$ cat src/rtl/quad_motor_mixer_attitude_control_top_macros.svh
// Assertion macros shared by the motor mixer RTL.
`ifndef QUAD_MOTOR_MIXER_ATTITUDE_CONTROL_TOP_MACROS_SVH
`define QUAD_MOTOR_MIXER_ATTITUDE_CONTROL_TOP_MACROS_SVH
`ifndef SYNTHESIS
// Checked outside reset.
`define QMM_ASSERT(label, prop) \
   label: assert property (@(posedge clock) disable iff (reset) (prop)) \
      else $error("qmm assertion failed");
// Checked at every edge, reset included.
`define QMM_ASSERT_ALWAYS(label, prop) \
   label: assert property (@(posedge clock) (prop)) \
      else $error("qmm assertion failed");
`else
`define QMM_ASSERT(label, prop)
`define QMM_ASSERT_ALWAYS(label, prop)
`endif
`endif

$ cat src/rtl/qmm_pkg.sv
// Package: constants, register indexes, types and helper functions of the motor mixer.
`timescale 1ns / 1ps
`default_nettype none
package qmm_pkg;

   localparam int ATTITUDE_MAG_SHIFT      = 8;
   localparam int YAW_MAG_SHIFT           = 7;
   localparam int RATE_SHIFT              = 0;
   localparam int ANGLE_SHIFT             = 0;
   localparam int ATTITUDE_SETPOINT_SHIFT = 3;
   localparam int YAW_SETPOINT_SHIFT      = 3;
   localparam int HEIGHT_SHIFT            = 3;
   localparam int CTRL_LIMIT              = 32767;

   localparam int CSR_ADDR_W = 5;
   localparam int CSR_DATA_W = 32;

   localparam logic [2:0] OP_MANUAL  = 3'd0;
   localparam logic [2:0] OP_YAW     = 3'd1;
   localparam logic [2:0] OP_FULL    = 3'd2;
   localparam logic [2:0] OP_HEIGHT  = 3'd3;
   localparam logic [2:0] OP_CAPTURE = 3'd4;

   localparam logic [2:0] REG_YAW_GAIN         = 3'd0;
   localparam logic [2:0] REG_ROLL_ANGLE_GAIN  = 3'd1;
   localparam logic [2:0] REG_ROLL_RATE_GAIN   = 3'd2;
   localparam logic [2:0] REG_PITCH_ANGLE_GAIN = 3'd3;
   localparam logic [2:0] REG_PITCH_RATE_GAIN  = 3'd4;
   localparam logic [2:0] REG_HEIGHT_GAIN      = 3'd5;
   localparam logic [2:0] REG_RUN_FLOOR        = 3'd6;
   localparam logic [2:0] REG_RUN_CEILING      = 3'd7;

   localparam logic signed [33:0] SAT_HI = 34'(CTRL_LIMIT);
   localparam logic signed [33:0] SAT_LO = -34'(CTRL_LIMIT);

   typedef enum logic [2:0] {
      MODE_MANUAL,
      MODE_YAW,
      MODE_FULL,
      MODE_HEIGHT,
      MODE_OFF
   } qmm_mode_type;

   typedef struct packed {
      logic [14:0] yaw_gain;
      logic [14:0] roll_angle_gain;
      logic [14:0] roll_rate_gain;
      logic [14:0] pitch_angle_gain;
      logic [14:0] pitch_rate_gain;
      logic [14:0] height_gain;
      logic [9:0]  run_floor;
      logic [9:0]  run_ceiling;
   } qmm_cfg_type;

   typedef struct packed {
      logic [2:0]         opcode;
      logic signed [15:0] roll_setpoint;
      logic signed [15:0] pitch_setpoint;
      logic signed [15:0] yaw_setpoint;
      logic signed [15:0] lift_stick;
      logic signed [15:0] roll_angle;
      logic signed [15:0] pitch_angle;
      logic signed [15:0] roll_rate;
      logic signed [15:0] pitch_rate;
      logic signed [15:0] yaw_rate;
      logic [19:0]        baro_pressure;
   } qmm_item_type;

   typedef struct packed {
      qmm_mode_type       mode;
      logic [9:0]         base;
      logic signed [15:0] press_err;
      logic signed [16:0] roll_err;
      logic signed [16:0] pitch_err;
      logic signed [16:0] yaw_err;
      logic signed [15:0] roll_rate;
      logic signed [15:0] pitch_rate;
      logic signed [15:0] roll_sp;
      logic signed [15:0] pitch_sp;
      logic signed [15:0] yaw_sp;
   } qmm_stage1_type;

   typedef struct packed {
      qmm_mode_type       mode;
      logic [9:0]         base;
      logic signed [31:0] height_prod;
      logic signed [32:0] roll_p1;
      logic signed [31:0] roll_p2;
      logic signed [32:0] pitch_p1;
      logic signed [31:0] pitch_p2;
      logic signed [32:0] yaw_prod;
      logic signed [15:0] roll_sp;
      logic signed [15:0] pitch_sp;
      logic signed [15:0] yaw_sp;
   } qmm_stage2_type;

   typedef struct packed {
      logic [9:0] front;
      logic [9:0] right;
      logic [9:0] back;
      logic [9:0] left;
   } qmm_motor_type;

   // Clip a control law to +-CTRL_LIMIT.
   function automatic logic signed [15:0] qmm_sat(input logic signed [33:0] x);
      if (x > SAT_HI) begin
         return 16'(SAT_HI);
      end else if (x < SAT_LO) begin
         return 16'(SAT_LO);
      end
      return 16'(x);
   endfunction

   // Magnitude; -32768 maps to 32768.
   function automatic logic [15:0] qmm_abs(input logic signed [15:0] c);
      if (c[15]) begin
         return 16'(~c) + 16'd1;
      end
      return 16'(c);
   endfunction

endpackage
`default_nettype wire

$ cat src/rtl/qmm_prep.sv
// Input stage: mode decode, height setpoint state, lift base and error terms.
`timescale 1ns / 1ps
`default_nettype none
module qmm_prep (
   input  wire logic                    clock,
   input  wire logic                    reset,
   input  wire logic                    accept,
   input  wire qmm_pkg::qmm_item_type   item,
   output qmm_pkg::qmm_stage1_type      s1
);
   import qmm_pkg::*;

   logic signed [15:0] held_lift_ff;
   logic signed [15:0] held_lift_in;
   logic [19:0]        held_pressure_ff;
   logic [19:0]        held_pressure_in;
   qmm_stage1_type     s1_ff;
   qmm_stage1_type     s1_in;
   logic signed [15:0] lift_eff;
   logic [19:0]        press_ref;
   logic signed [20:0] press_diff;
   logic               capture;

   assign capture = (item.opcode == OP_CAPTURE);
   assign s1      = s1_ff;

   always_comb begin
      held_lift_in     = held_lift_ff;
      held_pressure_in = held_pressure_ff;
      if (accept && capture) begin
         held_lift_in     = item.lift_stick;
         held_pressure_in = item.baro_pressure;
      end
   end

   always_comb begin
      // Height hold reads the stored setpoint; capture uses this beat's values.
      lift_eff   = (item.opcode == OP_HEIGHT) ? held_lift_ff : item.lift_stick;
      press_ref  = capture ? item.baro_pressure : held_pressure_ff;
      press_diff = $signed({1'b0, press_ref}) - $signed({1'b0, item.baro_pressure});

      unique case (item.opcode) inside
         OP_MANUAL:             s1_in.mode = MODE_MANUAL;
         OP_YAW:                s1_in.mode = MODE_YAW;
         OP_FULL:               s1_in.mode = MODE_FULL;
         OP_HEIGHT, OP_CAPTURE: s1_in.mode = MODE_HEIGHT;
         default:               s1_in.mode = MODE_OFF;
      endcase

      // (lift + 32768) >> 6
      s1_in.base       = {~lift_eff[15], lift_eff[14:6]};
      s1_in.press_err  = qmm_sat(34'(press_diff));
      s1_in.roll_err   = 17'(item.roll_setpoint >>> ATTITUDE_SETPOINT_SHIFT)
                       - 17'(item.roll_angle >>> ANGLE_SHIFT);
      s1_in.pitch_err  = 17'(item.pitch_setpoint >>> ATTITUDE_SETPOINT_SHIFT)
                       - 17'(item.pitch_angle >>> ANGLE_SHIFT);
      s1_in.yaw_err    = 17'(item.yaw_setpoint >>> YAW_SETPOINT_SHIFT)
                       - 17'(item.yaw_rate);
      s1_in.roll_rate  = item.roll_rate >>> RATE_SHIFT;
      s1_in.pitch_rate = item.pitch_rate >>> RATE_SHIFT;
      s1_in.roll_sp    = item.roll_setpoint;
      s1_in.pitch_sp   = item.pitch_setpoint;
      s1_in.yaw_sp     = item.yaw_setpoint;
   end

   always_ff @(posedge clock) begin
      if (reset) begin
         held_lift_ff     <= '0;
         held_pressure_ff <= '0;
      end else begin
         held_lift_ff     <= held_lift_in;
         held_pressure_ff <= held_pressure_in;
      end
   end

   always_ff @(posedge clock) begin
      if (accept) begin
         s1_ff <= s1_in;
      end
   end
endmodule
`default_nettype wire

$ cat config.mk
export PLATFORM = sky130hd
export DESIGN_NAME = qmm_prep
export DESIGN_NICKNAME = d
export VERILOG_FILES = /design/src/rtl/quad_motor_mixer_attitude_control_top_macros.svh /design/src/rtl/qmm_pkg.sv /design/src/rtl/qmm_prep.sv
export SDC_FILE = /design/constraint.sdc
export NUM_CORES = 1
export LEC_CHECK = 0
export ABC_CLOCK_PERIOD_IN_PS = 8920
export BUFFER_PORTS_ARGS = -buffer_cell sky130_fd_sc_hd__buf_2
export CAP_MARGIN = 20
export CORE_UTILIZATION = 40
export CTS_BUF_LIST = sky130_fd_sc_hd__clkbuf_8
export DETAILED_ROUTE_END_ITERATION = 7
export HOLD_SLACK_MARGIN = 0.05
export PLACE_DENSITY = 0.63
export SLEW_MARGIN = 5
export SYNTH_ARGS = -nofsm -noshare
export SYNTH_HDL_FRONTEND = slang
export SYNTH_SLANG_ARGS = --single-unit
$ cat constraint.sdc
create_clock -name clock -period 8.92 [get_ports clock]
set_clock_uncertainty 0.05 [all_clocks]
set_input_delay 0.446 -clock clock [delete_from_list [all_inputs] [get_ports clock]]
set_output_delay 0.446 -clock clock [all_outputs]
set_load 0.05 [all_outputs]
==> summary.md, run 1 <==
| Metric | Value |
|---|---|
| Run status | complete, no violations |
| Warnings from Yosys | 0 |
| R2r setup slk | ~5.0 ns |
| Critical path's top delay family | compound AO/OA/AOI/OAI gates |
| Hold Path Stages | 1 |
| Worst EP required | ~9.1 ns |
| Die W | around 160 µm |
| Sequential area share after synthesis | 0.5555 |
| Clock transition at path regs | approximately 0.11 ns |
| Bufs on Longest Clock Path | 2 |
| CP endpoint | s1[138] |
| Antenna viol nets, final | 0 |
| Crit path buf inv count | 3 |
| Number of DRC markers in iteration 0 | 393 |
| Routed vias/inst | between 4 and 5 |
| PnR worst setup slack | between 4 and 5 ns |
| CP cell instances | buf_2 -> nor3_2 -> buf_4 -> mux2i_1 -> ha_1 -> inv_1 -> fa_1 -> a211oi_2 -> o21ai_1 -> a211oi_2 -> o22ai_1 -> a31oi_1 -> and4b_1 -> nand4_1 -> a31oi_4 -> a21oi_1 |
| Grt met1 use | 0.2177 |
| Dpl cells | between 1000 and 1500 |
| Std cell rows | 56 |
| R2r startpoint | held_pressure_ff[0] |
| # resized after CTS | 0 |
| Cell Count, Final, Fillers Out | ~1500 |
| Fill count | between 2000 and 2500 |
| Endpoints failing hold | 0 |
| Final period utilization | 0.4813 |
| Area of the multi-input gates | slightly below 4000 µm² |
| Core ar. | 23680 µm² |
| Total power | approximately 0.0023 W |
| Post-synth EDFFs | 160 |
| Height of the chip | between 150 and 200 µm |
| Synthesized netlist net count | ~1100 |
| Slew HR | 0.4593 |
| Final min period | around 4.3 ns |
| Setup crit start kind | input pin |
| CTS H-tree depth | 4 |
| Hold crit path type | in -> reg |
| VDD IR max | between 0.08 and 0.09 mV |
| Post-synth top flop | edfxtp_1 |
| Gr ovfl total | 0 |
| Area Overhead vs Synth | 24.28% |
| Most common cell after layout, fill and taps aside | buf_2 |
| Clock Root Buffer | clkbuf_8 |
| Final Wtd Congestion | roughly 0.81 |
| CP Depth | 16 |
| R2r endpoint | s1[138] |
| Vias in the first global route | 6794 |
| Final Max Slew Viols | 0 |
| Max Fclk | between 0.2 and 0.25 GHz |
| Fin Setup TNS | 0 ns |
| Mapped cell area | 9731 µm² |
| # clock sinks | 190 |
| Type of destination of the critical path | flop |
| Worst Path Class, Setup | in -> reg |
| Detailed Route WL | between 20000 and 25000 µm |
| Crit path launch | item[165] |
| Unrepaired setup endpoints after global routing | no |
| Met2 Track Usage GR | 0.3189 |
| CTS Buf Count | 17 |
| CTS tree | built |
| Worst R2R Path Depth | 13 |
| Worst-Margin Slew | 0.8111 ns |
| Final net count | roughly 1400 |
| Post-CTS setup repair buffer count | 0 |
| WL/cell | 15.08 µm |
| WHS | approximately 0.094 ns |
| Place WS | a little over 4 ns |
| Critical path peak fanout | 23 |
| #FFs+latches synth | 190 |
| Ys async rst share | 0 |
| CP max stage cell | a31oi_4 |
| Most used routing layer | met2 |
| IO buf count | approximately 320 |
| Synth Instances | approximately 850 |
| Initial antenna violation count | 2 |
| Die area | ~25000 µm² |
| Global-route wire length before repair | ~35000 µm |
| GRT Total Usage | 0.1807 |
| Arr. time, crit path | about 4.4 ns |
| Critical path's largest stage delay | roughly 0.51 ns |
| I/O pin cnt | between 300 and 400 |
| Vias | about 7300 |
| Syn avg cell area | 11.46 µm² |
| Leak Pwr | around 5.4 nW |
| Post-CTS Hold Buffers | 0 |
| Max cap viols | 0 |
| M3 GR Usage | 0.03285 |
| Endpoints failing setup | 0 |
| CP dominant cell by count | a211oi_2 |
| Reg area | roughly 5400 µm² |
| Detailed Place HPWL | between 15000 and 20000 µm |
| Most frequent cells in the layout | buf_2 (322), edfxtp_1 (160), inv_1 (96), nand2_1 (83), a21oi_1 (78) |
| DR pass1 iterations | 4 |
| Share of layout cells above drive strength 1 | 0.3401 |
| Worst skew pair latency | roughly 0.46 ns |
| Largest net degree at the start of global routing | 64 |
| Synth unique cells | 60 |
| PD cells | ~190 nW/µm² |
| Starting Density | 0.4109 |
| DR DRC count | 0 |
## power breakdown
part           internal, W  total [W]  switching [W]
logic             0.000186   0.000654       0.000468
clock network     0.000203   0.000539       0.000336
registers          0.00106    0.00107      0.0000169
## synthesized netlist by cell type, types with 3 or more instances
library cell  instances  area [µm²]
dfxtp_1              30       600.6
mux2_2               28       315.3
a21o_1                7       52.55
nand3_1              22       110.1
o21ai_0              17       85.08
or2_2                 5       31.28
clkbuf_1             13       48.80
a21oi_2               4       35.03
nand3b_1              3       22.52
ha_1                 68       850.8
a21oi_1              78       390.4
edfxtp_1            160        4805
a31oi_1               7       43.79
xnor2_1              38       332.8
or3_1                 8       50.05
a211oi_1              6       45.04
fa_1                  4       80.08
a211oi_2              3       37.54
nand2_1              83       311.6
o2111ai_1             4       35.03
xor2_1               12       105.1
nand2b_1              9       56.30
o211a_1               3       30.03
nand4_1               4       25.02
o21ai_1               6       30.03
nor2_1               38       142.6
o21bai_1              5       37.54
nor2b_1               9       56.30
o21a_1               11       82.58
inv_1                95       356.6
and3_1                5       31.28
a21boi_1              3       22.52
nor3_1               23       115.1
## layer usage
metal / wire length (µm) / up-vias
met4: 394 / 0
li1: - / 3702
met3: 1242 / 21
met5: 0 / -
met1: 9556 / 3371
met2: 11610 / 186
## worst register-to-register path: cells and delay by family (launching register included)
family | cells | cell delay, ns
buffers and inverters | 1 | 0.06
adder cells (fa/ha/maj) | 2 | 0.62
AND/OR/NAND/NOR | 2 | 0.46
flip-flops | 1 | 0.32
multiplexers | 1 | 0.14
AO/OA/AOI/OAI | 7 | 1.94
## stage by stage
step	utilization	cell area [µm²]
5_1_grt	0.5106	12090
4_1_cts	0.5104	12090
3_5_place_dp	0.4950	11720
2_1_floorplan	-	9731
3_3_place_gp	0.4938	11690
6_report	0.5106	12090
## layout make-up
| type | count | area share |
|---|---|---|
| clock buffer | 17 | 0.01935 |
| inverter | 95 | 0.02949 |
| antenna | 2 | 0.0004139 |
| multi-input combinational | 546 | 0.3215 |
| clock inverter | 15 | 0.01076 |
| sequential | 190 | 0.4470 |
| tap | 319 | 0.03301 |
| timing repair buffer | 328 | 0.1385 |
## sequential cells by signal, indices dropped and copies added (netlist names)
name	flops
held_pressure_ff	20
held_lift_ff	10
s1	160
## kinds of logic after synthesis
kind of cell             share of synthesized area
buffers and inverters                      0.04552
flip-flops                                  0.5555
AO/OA/AOI/OAI                               0.1155
AND/OR/NAND/NOR                             0.1067
adder cells (fa/ha/maj)                    0.09567
multiplexers                               0.03446
XOR/XNOR                                   0.04668
## how the worst min path moves through the flow
stage,startpoint,end,slack (ns)
floorplan,held_lift_ff[10],held_lift_ff[10],0.38
global placement,held_pressure_ff[17],held_pressure_ff[17],0.39
detailed placement,held_pressure_ff[6],held_pressure_ff[6],0.39
CTS,item[118],s1[2],0.06
global route,item[38],s1[50],0.06
finish,item[118],s1[2],0.09
(Power assumes the default switching activity.)
==> inputs of run 2 (changes only) <==
ABC_CLOCK_PERIOD_IN_PS = 4400   (was 8920)
clock period = 4.4 ns   (was 8.92 ns; I/O delays follow)
==> run 2 against run 1 <==
Final cell count is 7.9% higher. Sequential share of layout area is 4.1 points lower. Flip-flop and latch count stayed put. Via count is 7.5% higher. Non-clock buffer count is 118 higher. Die area stayed put. Sequential power is 100% higher. Utilization is 5.2 points higher. Wire length is 7.2% higher. Count of clock-buffer cells in the layout stayed put. Final area is 10% higher. Critical endpoint unchanged. Largest power group unchanged.
==> summary.md, run 2 (same netlist as run 1, synthesis figures left out) <==
| Metric | Value |
|---|---|
| Final period utilization | 0.9394 |
| Max reg flops | 160 (unchanged) |
| IO buf count | 323 (unchanged) |
| Reg area | 5405 µm² (unchanged) |
| Vias | 7827 (+7.5%) |
| DR DRC count | 0 (unchanged) |
| Die W | 158.0 µm (unchanged) |
| Worst skew pair latency | 0.46 ns (about the same) |
| R2r setup slk | 0.85 ns (-4.19 ns) |
| CTS tree | built |
| Most common cell after layout, fill and taps aside | buf_2 |
| Gr ovfl total | 0 (unchanged) |
| Number of DRC markers in iteration 0 | 327 (-17%) |
| CTS H-tree depth | 4 (unchanged) |
| Type of destination of the critical path | flop |
| Arr. time, crit path | 4.27 ns (-0.16 ns) |
| Core ar. | 23680 µm² (unchanged) |
| Setup crit start kind | input pin |
| PD cells | 355.6 nW/µm² (+90%) |
| R2r startpoint | held_pressure_ff[0] |
| Clock transition at path regs | 0.10 ns (about the same) |
| Endpoints failing setup | 0 (unchanged) |
| CP cell instances | dlygate4sd3_1 -> buf_2 -> nor3_4 -> mux2i_1 -> ha_1 -> inv_1 -> fa_1 -> a211oi_2 -> o21ai_1 -> a211oi_4 -> o22ai_1 -> a31oi_1 -> and4b_1 -> nand4_1 -> a31oi_4 -> buf_12 -> a21oi_1 |
| Register share of total power | 0.460 (-0.014) |
| Initial antenna violation count | 2 (unchanged) |
| Final Cell Area | 13330 µm² (+10%) |
| Vias in the first global route | 7630 (+12%) |
| HP Start | item[68] |
| Final net count | 1538 (+8.3%) |
| Die area | 24950 µm² (unchanged) |
| GRT Total Usage | 0.1943 (+0.01368) |
| Worst-Margin Slew | 1.049 ns (+0.2382 ns) |
| WL/cell | 14.99 µm (-0.63%) |
| Starting Density | 0.4109 (unchanged) |
| Slew HR | 0.2988 (-0.1605) |
| Leak Pwr | 5.908 nW (+9.8%) |
| Fin Setup TNS | 0 ns (unchanged) |
| PnR worst setup slack | 0.2665 ns (-4.360 ns) |
| Max Fclk | approximately 0.24 GHz |
| Final Max Slew Viols | 0 (unchanged) |
| Run status | complete, no violations |
| CP max stage cell | dlygate4sd3_1 |
| Internal power | 0.003064 W (+110%) |
| Hold crit path type | in -> reg |
| Placed Area | 11780 µm² (+0.47%) |
| DR pass1 iterations | 5 (+1) |
| Worst EP required | 4.54 ns (-4.52 ns) |
| Height of the chip | 158.0 µm (unchanged) |
| Share of layout cells above drive strength 1 | 0.3140 (-0.02607) |
| Hold EP | s1[97] |
| Post-CTS setup repair buffer count | 0 (unchanged) |
| Critical path peak fanout | 14 (-39%) |
| CTS Buf Count | 17 (unchanged) |
| Area of the multi-input gates | 3906 µm² (+0.48%) |
| Antenna viol nets, final | 0 (unchanged) |
| VDD IR max | 0.1813 mV (+120%) |
| Hold Path Stages | 3 (+2) |
| I/O pin cnt | 330 (unchanged) |
| Logic pwr share | 0.300 (+0.011) |
| Final Wtd Congestion | 0.8422 (+4.5%) |
| Clock Root Buffer | clkbuf_8 |
| Fill count | 2077 (-5.9%) |
| Detailed Route WL | 24440 µm (+7.2%) |
| Global-route wire length before repair | 37360 µm (+7.4%) |
| Total power | 0.004740 W (+110%) |
| Net Sw Frac | 0.3536 (-0.008472) |
| Psw | 0.001676 W (+100%) |
| Bufs on Longest Clock Path | 2 (unchanged) |
| Detailed Place HPWL | 18080 µm (+2.6%) |
| Routed vias/inst | 4.799 (-0.33%) |
| Max cap viols | 0 (unchanged) |
| Worst Path Class, Setup | in -> reg |
| Area Overhead vs Synth | 36.98% |
| Worst R2R Path Depth | 14 (+1) |
| Std cell rows | 56 (unchanged) |
| Clock power frac | 0.240 (+0.002) |
| Largest net degree at the start of global routing | 76 (+19%) |
| Most frequent cells in the layout | buf_2 (322), edfxtp_1 (160), dlygate4sd3_1 (113), inv_1 (96), nand2_1 (83) |
| R2r endpoint | s1[138] |
| Critical path's largest stage delay | 0.54 ns (+0.03 ns) |
| Unrepaired setup endpoints after global routing | no |
| Final min period | between 4 and 5 ns |
| Endpoints failing hold | 0 (unchanged) |
| Place WS | 0.1473 ns (-3.976 ns) |
| Final core area utilization | 0.5628 (+0.05220) |
| # clock sinks | 190 (unchanged) |
[run 2: per-stage QoR]
stage	instances	hold WS (ns)
floorplan	849	0.2689
global placement	1482	0.3466
detailed placement	1483	0.3481
CTS	1628	0.06528
global route	1630	0.07477
finish	1631	0.09725
[run 2: area by class of cell]
type,instances,area share
flip-flops and latches,190,0.4055
multi-input cells,546,0.2931
repair buffers,446,0.2147
well taps,319,0.02994
inverters,95,0.02675
clock buffers,17,0.01755
clock inverters,15,0.01192
diodes,3,0.0005632
[run 2: worst max path at each step]
stage          cells after the start       from  endpoint  slack, ns
3_5_place_dp                      16  item[165]   s1[138]       0.15
5_1_grt                           17  item[165]   s1[138]       0.06
3_3_place_gp                      16  item[165]   s1[145]       0.26
2_1_floorplan                     15  item[166]   s1[136]       0.38
6_report                          17  item[165]   s1[138]       0.27
4_1_cts                           17  item[165]   s1[138]       0.08
[run 2: power groups by stage]
stage               logic, W  registers (W)  clock network (W)
floorplan           0.000424        0.00277                  0
global placement     0.00133        0.00222                  0
detailed placement   0.00134        0.00222                  0
CTS                  0.00143        0.00218            0.00119
global route         0.00153        0.00220            0.00124
finish               0.00142        0.00218            0.00114
[run 2: per-layer routing]
| metal | GRT usage | routed length [µm] | up-vias | part of all wire |
|---|---|---|---|---|
| met3 | 0.03887 | 1189 | 23 | 0.049 |
| met2 | 0.3692 | 12980 | 201 | 0.53 |
| li1 | - | - | 3947 | - |
| met1 | 0.2158 | 9902 | 3656 | 0.41 |
| met5 | 0 | 0 | - | 0 |
| met4 | 0.05998 | 375 | 0 | 0.015 |
[run 2: timing repair]
item	in CTS	in global routing
endpoints found under the hold margin	123	0
hold buffers	113	0
endpoints found under the setup margin	0	15
gates resized for setup	0	3
[run 2: worst max-delay path: cells and delay by family]
kind                       cells  cell delay, ns
adders and majority gates      2            0.58
buffers and inverters          4            0.91
and+or+nand+nor                3            0.77
AOI/OAI and AO/OA              7            1.54
muxes                          1            0.23
